--- config.mk ---
export PLATFORM = sky130hd
export DESIGN_NAME = cigar_indel_statistics_unit
export DESIGN_NICKNAME = d
export VERILOG_FILES = /design/src/design/cis_pkg.sv /design/src/design/cis_front.sv /design/src/design/cis_queue.sv /design/src/design/cis_back.sv /design/src/design/cigar_indel_statistics_unit.sv
export SDC_FILE = /design/constraint.sdc
export NUM_CORES = 1
export LEC_CHECK = 0
export ABC_AREA = 0
export CORE_MARGIN = 10
export CORE_UTILIZATION = 55
export DETAILED_ROUTE_END_ITERATION = 10
export DONT_BUFFER_PORTS = 1
export PLACE_DENSITY = 0.7
export SYNTH_ARGS = -nofsm -noshare
export SYNTH_HDL_FRONTEND = slang
export SYNTH_SLANG_ARGS = --single-unit
--- constraint.sdc ---
create_clock -name clk -period 8 [get_ports clk]
set_input_delay 0 -clock clk [delete_from_list [all_inputs] [get_ports clk]]
set_output_delay 0 -clock clk [all_outputs]
set_load 0.01 [all_outputs]
--- src/design/cis_pkg.sv ---
// ----------------------------------------------------------------------------
// cis_pkg: shared types and helpers for the CIGAR indel statistics unit
// Holds the op-length width, character codes, the token passed from the
// front end to the back end, and saturating helpers.
// ----------------------------------------------------------------------------
package cis_pkg;

  // Width of op lengths and running sums inside the block
  localparam int LEN_BITS = 24;
  // Width of each result field
  localparam int OUT_BITS = 24;
  // Depth of the token queue between front and back end
  localparam int QDEPTH   = 4;
  localparam int QPTR_W   = $clog2(QDEPTH);
  localparam int QCNT_W   = $clog2(QDEPTH + 1);

  localparam int CMP_W = (LEN_BITS > OUT_BITS) ? LEN_BITS : OUT_BITS;

  typedef logic [LEN_BITS-1:0] len_t;
  typedef logic [OUT_BITS-1:0] out_t;
  typedef logic [7:0]          char_t;

  localparam len_t LEN_MAX = {LEN_BITS{1'b1}};
  localparam out_t OUT_MAX = {OUT_BITS{1'b1}};

  // ASCII codes the scanner acts on
  localparam char_t CH_0 = 8'h30;
  localparam char_t CH_9 = 8'h39;
  localparam char_t CH_D = 8'h44;
  localparam char_t CH_I = 8'h49;
  localparam char_t CH_M = 8'h4D;
  localparam char_t CH_S = 8'h53;

  // Token kinds; TK_NONE only carries an end-of-read mark
  typedef enum logic [2:0] {
    TK_NONE,
    TK_D,
    TK_I,
    TK_M,
    TK_CLIP
  } tok_kind_t;

  typedef struct packed {
    tok_kind_t kind;
    len_t      len;
    logic      last;
  } token_t;

  // Add two lengths, saturating at the top of the length range
  function automatic len_t sat_add(input len_t a, input len_t b);
    logic [LEN_BITS:0] s;
    s = {1'b0, a} + {1'b0, b};
    return s[LEN_BITS] ? LEN_MAX : s[LEN_BITS-1:0];
  endfunction

  // Clip a length to the result field range
  function automatic out_t out_clip(input len_t v);
    logic [CMP_W-1:0] w;
    w = CMP_W'(v);
    return (w > CMP_W'(OUT_MAX)) ? OUT_MAX : OUT_BITS'(w);
  endfunction

endpackage

--- src/design/cis_front.sv ---
// ----------------------------------------------------------------------------
// cis_front: character scanner
// Accepts one CIGAR character per cycle unless full, builds the decimal op
// length and turns op letters, clips and the end-of-read mark into tokens.
// ----------------------------------------------------------------------------
module cis_front import cis_pkg::*; (
  input  logic   clk,
  input  logic   rst,
  input  char_t  cigar_char,
  input  logic   last,
  input  logic   push,
  output logic   full,
  input  logic   q_full,
  output logic   tok_push,
  output token_t tok
);

  len_t acc;
  len_t acc_next;
  logic accept;
  logic is_digit;
  logic [LEN_BITS+3:0] acc_wide;

  assign full   = q_full;
  assign accept = push && !q_full;

  // Classify the character and form the token and next accumulator
  always_comb begin
    is_digit = cigar_char inside {[CH_0:CH_9]};
    acc_wide = ({4'b0, acc} << 3) + ({4'b0, acc} << 1)
               + (LEN_BITS+4)'(cigar_char - CH_0);
    acc_next = acc;
    tok.kind = TK_NONE;
    tok.len  = acc;
    tok.last = last;
    if (is_digit) begin
      acc_next = (acc_wide > (LEN_BITS+4)'(LEN_MAX)) ? LEN_MAX : acc_wide[LEN_BITS-1:0];
    end else if (cigar_char == CH_D) begin
      tok.kind = TK_D;
      acc_next = '0;
    end else if (cigar_char == CH_I) begin
      tok.kind = TK_I;
      acc_next = '0;
    end else if (cigar_char == CH_M) begin
      tok.kind = TK_M;
      acc_next = '0;
    end else if (cigar_char == CH_S) begin
      tok.kind = TK_CLIP;
      acc_next = '0;
    end
    // end of read restarts the length
    if (last) begin
      acc_next = '0;
    end
    tok_push = accept && ((tok.kind != TK_NONE) || last);
  end

  // Hold the accumulator between characters
  always_ff @(posedge clk) begin
    if (rst) begin
      acc <= '0;
    end else if (accept) begin
      acc <= acc_next;
    end
  end

endmodule

--- src/design/cis_queue.sv ---
// ----------------------------------------------------------------------------
// cis_queue: token queue
// Small register queue that decouples the scanner from the statistics
// engine so either side can stall on its own.
// ----------------------------------------------------------------------------
module cis_queue import cis_pkg::*; (
  input  logic   clk,
  input  logic   rst,
  input  logic   wr_en,
  input  token_t wr_tok,
  output logic   q_full,
  output logic   rd_valid,
  output token_t rd_tok,
  input  logic   rd_take
);

  token_t            entries [QDEPTH];
  logic [QPTR_W-1:0] wr_ptr;
  logic [QPTR_W-1:0] rd_ptr;
  logic [QCNT_W-1:0] count;
  logic              do_wr;
  logic              do_rd;

  assign q_full   = (count == QCNT_W'(QDEPTH));
  assign rd_valid = (count != '0);
  assign rd_tok   = entries[rd_ptr];
  assign do_wr    = wr_en && !q_full;
  assign do_rd    = rd_take && rd_valid;

  // Store incoming tokens
  always_ff @(posedge clk) begin
    if (do_wr) begin
      entries[wr_ptr] <= wr_tok;
    end
  end

  // Advance pointers and occupancy
  always_ff @(posedge clk) begin
    if (rst) begin
      wr_ptr <= '0;
      rd_ptr <= '0;
      count  <= '0;
    end else begin
      if (do_wr) begin
        wr_ptr <= (wr_ptr == QPTR_W'(QDEPTH-1)) ? '0 : wr_ptr + 1'b1;
      end
      if (do_rd) begin
        rd_ptr <= (rd_ptr == QPTR_W'(QDEPTH-1)) ? '0 : rd_ptr + 1'b1;
      end
      count <= count + QCNT_W'(do_wr) - QCNT_W'(do_rd);
    end
  end

endmodule

--- src/design/cis_back.sv ---
// ----------------------------------------------------------------------------
// cis_back: statistics engine
// Applies one token per cycle to the per-read sums, longest ops and bridged
// runs; at each read end it loads the result register once that is free.
// ----------------------------------------------------------------------------
module cis_back import cis_pkg::*; (
  input  logic       clk,
  input  logic       rst,
  input  logic       bridge_length_we,
  input  logic [7:0] bridge_length,
  input  logic       tok_valid,
  input  token_t     tok,
  output logic       tok_take,
  output logic       empty,
  input  logic       pop,
  output out_t       total_insertion,
  output out_t       total_deletion,
  output out_t       max_deletion,
  output out_t       max_insertion,
  output out_t       max_deletion_bridged,
  output out_t       max_insertion_bridged
);

  logic [7:0] bridge;
  len_t       sum_ins, sum_ins_next;
  len_t       sum_del, sum_del_next;
  len_t       best_single [2];
  len_t       best_single_next [2];
  len_t       run_length [2];
  len_t       run_length_next [2];
  len_t       best_run [2];
  len_t       best_run_next [2];
  logic [1:0] in_run, in_run_next;
  logic       clip_seen, clip_seen_next;
  logic       scan_stopped, scan_stopped_next;
  logic       out_valid;
  logic       is_op;
  logic       is_kind;
  len_t       run_sum;

  assign empty    = !out_valid;
  assign tok_take = tok_valid && (!tok.last || !out_valid || pop);

  // Work out the state after this token
  always_comb begin
    sum_ins_next      = sum_ins;
    sum_del_next      = sum_del;
    in_run_next       = in_run;
    clip_seen_next    = clip_seen;
    scan_stopped_next = scan_stopped;
    is_kind           = 1'b0;
    run_sum           = '0;
    for (int k = 0; k < 2; k++) begin
      best_single_next[k] = best_single[k];
      run_length_next[k]  = run_length[k];
      best_run_next[k]    = best_run[k];
    end
    is_op = tok.kind inside {TK_D, TK_I, TK_M};
    if (tok.kind == TK_D) begin
      sum_del_next = sat_add(sum_del, tok.len);
    end
    if (tok.kind == TK_I) begin
      sum_ins_next = sat_add(sum_ins, tok.len);
    end
    if (is_op && !scan_stopped) begin
      for (int k = 0; k < 2; k++) begin
        is_kind = (k == 0) ? (tok.kind == TK_D) : (tok.kind == TK_I);
        run_sum = sat_add(run_length[k], tok.len);
        if (is_kind) begin
          if (tok.len > best_single[k]) begin
            best_single_next[k] = tok.len;
          end
          run_length_next[k] = run_sum;
          in_run_next[k]     = 1'b1;
          if (run_sum > best_run[k]) begin
            best_run_next[k] = run_sum;
          end
        end else begin
          // a separator of bridge length keeps the run alive
          if (in_run[k] && (tok.len == len_t'(bridge))) begin
            run_length_next[k] = run_sum;
          end else begin
            run_length_next[k] = '0;
          end
          in_run_next[k] = 1'b0;
        end
      end
    end
    // first clip drops runs in progress, second clip stops the scan
    if ((tok.kind == TK_CLIP) && !scan_stopped) begin
      if (clip_seen) begin
        scan_stopped_next = 1'b1;
      end else begin
        clip_seen_next = 1'b1;
        in_run_next    = '0;
        for (int k = 0; k < 2; k++) begin
          run_length_next[k] = '0;
        end
      end
    end
  end

  // Hold the bridge length register
  always_ff @(posedge clk) begin
    if (rst) begin
      bridge <= 8'd1;
    end else if (bridge_length_we) begin
      bridge <= bridge_length;
    end
  end

  // Update per-read state; clear it at the end of each read
  always_ff @(posedge clk) begin
    if (rst) begin
      sum_ins      <= '0;
      sum_del      <= '0;
      in_run       <= '0;
      clip_seen    <= 1'b0;
      scan_stopped <= 1'b0;
      for (int k = 0; k < 2; k++) begin
        best_single[k] <= '0;
        run_length[k]  <= '0;
        best_run[k]    <= '0;
      end
    end else if (tok_take) begin
      if (tok.last) begin
        sum_ins      <= '0;
        sum_del      <= '0;
        in_run       <= '0;
        clip_seen    <= 1'b0;
        scan_stopped <= 1'b0;
        for (int k = 0; k < 2; k++) begin
          best_single[k] <= '0;
          run_length[k]  <= '0;
          best_run[k]    <= '0;
        end
      end else begin
        sum_ins      <= sum_ins_next;
        sum_del      <= sum_del_next;
        in_run       <= in_run_next;
        clip_seen    <= clip_seen_next;
        scan_stopped <= scan_stopped_next;
        for (int k = 0; k < 2; k++) begin
          best_single[k] <= best_single_next[k];
          run_length[k]  <= run_length_next[k];
          best_run[k]    <= best_run_next[k];
        end
      end
    end
  end

  // Track the result register
  always_ff @(posedge clk) begin
    if (rst) begin
      out_valid <= 1'b0;
    end else if (tok_take && tok.last) begin
      out_valid <= 1'b1;
    end else if (pop) begin
      out_valid <= 1'b0;
    end
  end

  // Load the result fields
  always_ff @(posedge clk) begin
    if (tok_take && tok.last) begin
      total_insertion       <= out_clip(sum_ins_next);
      total_deletion        <= out_clip(sum_del_next);
      max_deletion          <= out_clip(best_single_next[0]);
      max_insertion         <= out_clip(best_single_next[1]);
      max_deletion_bridged  <= out_clip(best_run_next[0]);
      max_insertion_bridged <= out_clip(best_run_next[1]);
    end
  end

  a_result_loaded: assert property (@(posedge clk) disable iff (rst)
    tok_take && tok.last |=> !empty)
    else $error("result not loaded after end of read");

  a_stop_after_clip: assert property (@(posedge clk) disable iff (rst)
    scan_stopped |-> clip_seen)
    else $error("scan stopped without a first clip");

  a_one_run_open: assert property (@(posedge clk) disable iff (rst)
    !(in_run[0] && in_run[1]))
    else $error("deletion and insertion runs open at once");

  a_single_le_run: assert property (@(posedge clk) disable iff (rst)
    (best_single[0] <= best_run[0]) && (best_single[1] <= best_run[1]))
    else $error("longest op exceeds longest bridged run");

endmodule

--- src/design/cigar_indel_statistics_unit.sv ---
// ----------------------------------------------------------------------------
// cigar_indel_statistics_unit: per-read indel statistics from CIGAR text
// Input queue side: drive cigar_char and last with push; a request is
// taken at a clock edge where push is high and full is low. Mark the final
// character of each read's CIGAR with last.
// Result queue side: while empty is low the six statistics of the oldest
// finished read are on the result ports; pop at an edge with empty low takes
// them. One result is produced per read.
// bridge_length_we writes bridge_length at any edge; write it only while no
// read is in flight.
// Throughput: one request per cycle while full is low, set by the scanner's
// multiply-by-ten add and the one-token-per-cycle statistics engine.
// Result path: a read's last request is stored as a token in the token queue;
// the engine then takes it and loads the result register, and empty falls.
// When pop is held off, the finished result waits in the result register;
// the next read's tokens keep flowing until its end-of-read token reaches
// the head, then the four-entry token queue fills and full rises.
// Reset clears all per-read state and sets the stored bridge length to 1.
// ----------------------------------------------------------------------------
module cigar_indel_statistics_unit import cis_pkg::*; (
  input  logic       clk,
  input  logic       rst,
  input  logic [7:0] cigar_char,
  input  logic       last,
  input  logic       push,
  output logic       full,
  input  logic       bridge_length_we,
  input  logic [7:0] bridge_length,
  output logic       empty,
  input  logic       pop,
  output out_t       total_insertion,
  output out_t       total_deletion,
  output out_t       max_deletion,
  output out_t       max_insertion,
  output out_t       max_deletion_bridged,
  output out_t       max_insertion_bridged
);

  logic   q_full;
  logic   tok_push;
  token_t tok_in;
  logic   tok_valid;
  token_t tok_out;
  logic   tok_take;

  // Scan characters into tokens
  cis_front u_front (
    .clk        (clk),
    .rst        (rst),
    .cigar_char (cigar_char),
    .last       (last),
    .push       (push),
    .full       (full),
    .q_full     (q_full),
    .tok_push   (tok_push),
    .tok        (tok_in)
  );

  // Buffer tokens between the two halves
  cis_queue u_queue (
    .clk      (clk),
    .rst      (rst),
    .wr_en    (tok_push),
    .wr_tok   (tok_in),
    .q_full   (q_full),
    .rd_valid (tok_valid),
    .rd_tok   (tok_out),
    .rd_take  (tok_take)
  );

  // Apply tokens and present results
  cis_back u_back (
    .clk                   (clk),
    .rst                   (rst),
    .bridge_length_we      (bridge_length_we),
    .bridge_length         (bridge_length),
    .tok_valid             (tok_valid),
    .tok                   (tok_out),
    .tok_take              (tok_take),
    .empty                 (empty),
    .pop                   (pop),
    .total_insertion       (total_insertion),
    .total_deletion        (total_deletion),
    .max_deletion          (max_deletion),
    .max_insertion         (max_insertion),
    .max_deletion_bridged  (max_deletion_bridged),
    .max_insertion_bridged (max_insertion_bridged)
  );

endmodule
==> run metrics <==
number of hold buffers added after cts 27; Crit Path Category reg -> reg; Worst setup EP type flip-flop; ys async rst share 0; Routed WL per cell 23.5 um; vias 20600; Max Cap Violations 0; area share of the largest cell type after synthesis 0.417; # rows 83; # fillers 4020; Final Non-Filler Cells 3322; Net Switching 7.06 mW; antenna violations before repair 4; Mapped Area 0.0288 mm^2; vias in the first global route 20300; Post-synth EDFFs 400; CTS max path bufs 3; crit-path max cell delay 730 ps; crit share post-route 0.855; uppermost routed layer met5; ratio of cells with drive above 1 in the final layout 0.109; Post-route DRC 0; port bufs 0; Util after Layout 0.611; Core ar. 0.0516 mm^2; Seq/Total Area, Yosys 0.482; DR WL met3 5260 um; CP Launch Type flip-flop; Synth Flop Type edfxtp_1; unrepaired setup endpoints after global routing false; Area contributors post-synth edfxtp_1 (42%), ha_1 (10%), dfxtp_1 (6.5%); crit path DAT 7150 ps; Pre-antenna DRT Iters 5; number of post-CTS setup repair buffers 0; CP max-delay cell o31ai_1; DRT iter0 DRCs 1819; Post-Place Cells 3202; Area Growth Syn to Fin 9.47%; Hold Vio Cnt, Final 0; cell count after synthesis 2555; Slew headroom 0.227; Netlist cell types 95; vias per cell 6.19; final setup vio count 0; Die Ht 249 um; Final Critical Period 6840 ps; I/O pin count 168; overall routing resource usage 0.245; Post-CTS Resized 0; Yosys top cell by area edfxtp_1; global route overflow 0; Reg power frac 0.306; Net Count, Synth 2836; Fin Setup TNS 0 ps; Clock Latency Late Sink 610 ps; number of buffers created by CTS 50; PwrDens 490 mW/mm^2; RD Place Congestion 0.930; yosys warns 0; Comb pwr share 0.544; root buffer cell clkbuf_16; max-slew violation count 0; Die Area 0.0619 mm^2; starting density of the core 0.558; chip width 249 um; crit path buf inv count 4; crit-path cells buf_4 > mux4_2 > ha_1 > a21o_1 > a21oi_1 > o21ai_0 > a21o_1 > a211oi_2 > o31ai_1 > buf_4 > nor2_1 > inv_1 > ha_1 > a21o_1 > a21o_1 > a21oi_1 > nor4_1 > a2111oi_0 > a211oi_1 > o311a_2 > buf_4 > nor2_1 > a211oi_2; Sw Ratio 0.457; worst-path fanout max 43; first-pass GRT wire length 120000 um; CTS HTree Levels 2; post-DP HPWL 56100 um; status finished, final reports clean; Fmax achieved 0.146 GHz; CP delay by family, top compound AO/OA/AOI/OAI gates; Pint 8.39 mW; Critical Path Most Common Cell a21o_1; peak supply drop 0.000233 V; M1 WL 32900 um; CTS tree done; min-delay worst type in -> reg; met2 wire length 37000 um; #FFs+latches synth 494; Slew @ Worst Pin 1160 ps; clock slew at reported path FFs 60 ps; fin nets 2882; clock power share 0.150; P_leak 12.5 nW; largest net degree at the start of global routing 84; mean area per synthesized cell 11.3 um^2; drt total wl 78100 um; hold slack 40.5 ps; # clock sinks 494; WP data required 8310 ps; worst clock skew 34.7 ps; Final ANT Viol Nets 0
[cell usage after synthesis (5+ instances only)]
| master | n |
|---|---|
| ha_1 | 231 |
| buf_2 | 13 |
| clkbuf_1 | 52 |
| xor2_1 | 37 |
| nor2_1 | 172 |
| nand4_1 | 29 |
| or2_2 | 6 |
| a31oi_1 | 35 |
| o21ai_1 | 10 |
| mux2i_1 | 14 |
| a21oi_1 | 171 |
| mux2_4 | 38 |
| nand3b_1 | 5 |
| mux2_2 | 36 |
| a31o_2 | 5 |
| nor3_1 | 27 |
| and2_1 | 89 |
| xnor2_1 | 65 |
| or3_1 | 8 |
| a22oi_1 | 17 |
| a22o_1 | 57 |
| nand2_1 | 194 |
| a211oi_1 | 26 |
| buf_4 | 9 |
| a21o_1 | 71 |
| o21bai_1 | 20 |
| nand3_1 | 31 |
| o21a_1 | 25 |
| a211o_1 | 8 |
| o21ai_0 | 127 |
| o211ai_1 | 15 |
| and3_1 | 10 |
| nor2b_1 | 21 |
| edfxtp_1 | 400 |
| nand2b_1 | 11 |
| fa_1 | 28 |
| dfxtp_1 | 94 |
| inv_1 | 183 |
| a211oi_2 | 12 |
| mux4_2 | 28 |
| o31ai_1 | 13 |
| nor4_1 | 14 |
[layer usage]
metal | up-vias | global-route usage
li1 | 9584 | -
met1 | 10100 | 0.317
met2 | 717 | 0.404
met3 | 137 | 0.0421
met4 | 2 | 0.0940
met5 | - | 0
[power by group through the flow]
stage / clock, mW / sequential (mW) / combinational (mW)
global route: 2.45 / 4.83 / 9.21
global placement: 0 / 4.78 / 8.04
floorplan: 0 / 4.56 / 5.84
finish: 2.32 / 4.73 / 8.40
detailed placement: 0 / 4.80 / 8.23
CTS: 2.35 / 4.76 / 8.30
[metrics by stage]
| step | setup slack [ps] | total power [mW] | instance area [um^2] |
|---|---|---|---|
| after floorplan | 1870 | 10.4 | 28800 |
| after global placement | 1360 | 12.8 | 29600 |
| after detailed placement | 1250 | 13.0 | 29600 |
| after CTS | 1200 | 15.4 | 31500 |
| after global routing | 687 | 16.5 | 31500 |
| final | 1160 | 15.5 | 31500 |
[state kept, by name, summed over array words and instances, names as in the netlist, 8 cells and up, named ones only]
name and cells:
u_back.best_run 48, u_back.best_single 48, u_back.bridge 8, u_back.max_deletion 24, u_back.max_deletion_bridged 24, u_back.max_insertion 24
u_back.max_insertion_bridged 24, u_back.run_length 48, u_back.sum_del 24, u_back.sum_ins 24, u_back.total_deletion 24, u_back.total_insertion 24
u_front.acc 24, u_queue.entries 112
[worst min-delay path, delay by kind of cell]
| kind | cells | cell delay [ps] |
|---|---|---|
| AO/OA/AOI/OAI | 1 | 120 |
| AND/OR/NAND/NOR | 3 | 470 |
[cell type report]
class	instances	area, um^2	area share
inverter	185	704	0.0223
sequential	494	13900	0.441
clock inverter	25	203	0.00643
multi-input combinational	1791	13800	0.437
timing repair buffer	79	673	0.0214
tap	680	851	0.0270
antenna	1	2.50	0.0000794
clock buffer	67	1410	0.0446
[path summary, 6_finish.rpt]
path                         start               endpoint  cells past startpoint  slack (ps)
setup / recovery         flip-flop  u_back.best_run[0][6]                     23        1160
hold / removal                last      u_queue.wr_ptr[0]                      4          40
setup reg to reg         flip-flop  u_back.best_run[0][6]                     23        1160
hold reg to reg   u_back.in_run[1]       u_back.in_run[1]                      2         480
[cell usage in the layout, fill, tap and decap left out, types with 21 or more instances in the layout]
master / count
a211oi_1: 26
a21o_1: 71
a21oi_1: 171
a22o_1: 57
a31oi_1: 35
and2_1: 89
buf_4: 51
clkbuf_16: 50
dfxtp_1: 93
dlygate4sd3_1: 27
edfxtp_1: 400
fa_1: 28
ha_1: 231
inv_1: 181
mux2_2: 36
mux2_4: 38
mux4_2: 28
nand2_1: 194
nand3_1: 31
nand4_1: 29
nor2_1: 169
nor2b_1: 21
nor3_1: 26
o21a_1: 25
o21ai_0: 127
xnor2_1: 65
xor2_1: 37
[kinds of logic after synthesis]
kind of cell,share of synthesized area
adder cells (fa/ha/maj),0.120
flip-flops,0.482
AND/OR/NAND/NOR,0.106
XOR/XNOR,0.0310
buffers and inverters,0.0395
AO/OA/AOI/OAI,0.160
multiplexers,0.0607
Note: power is estimated with default switching activity, not from simulation.
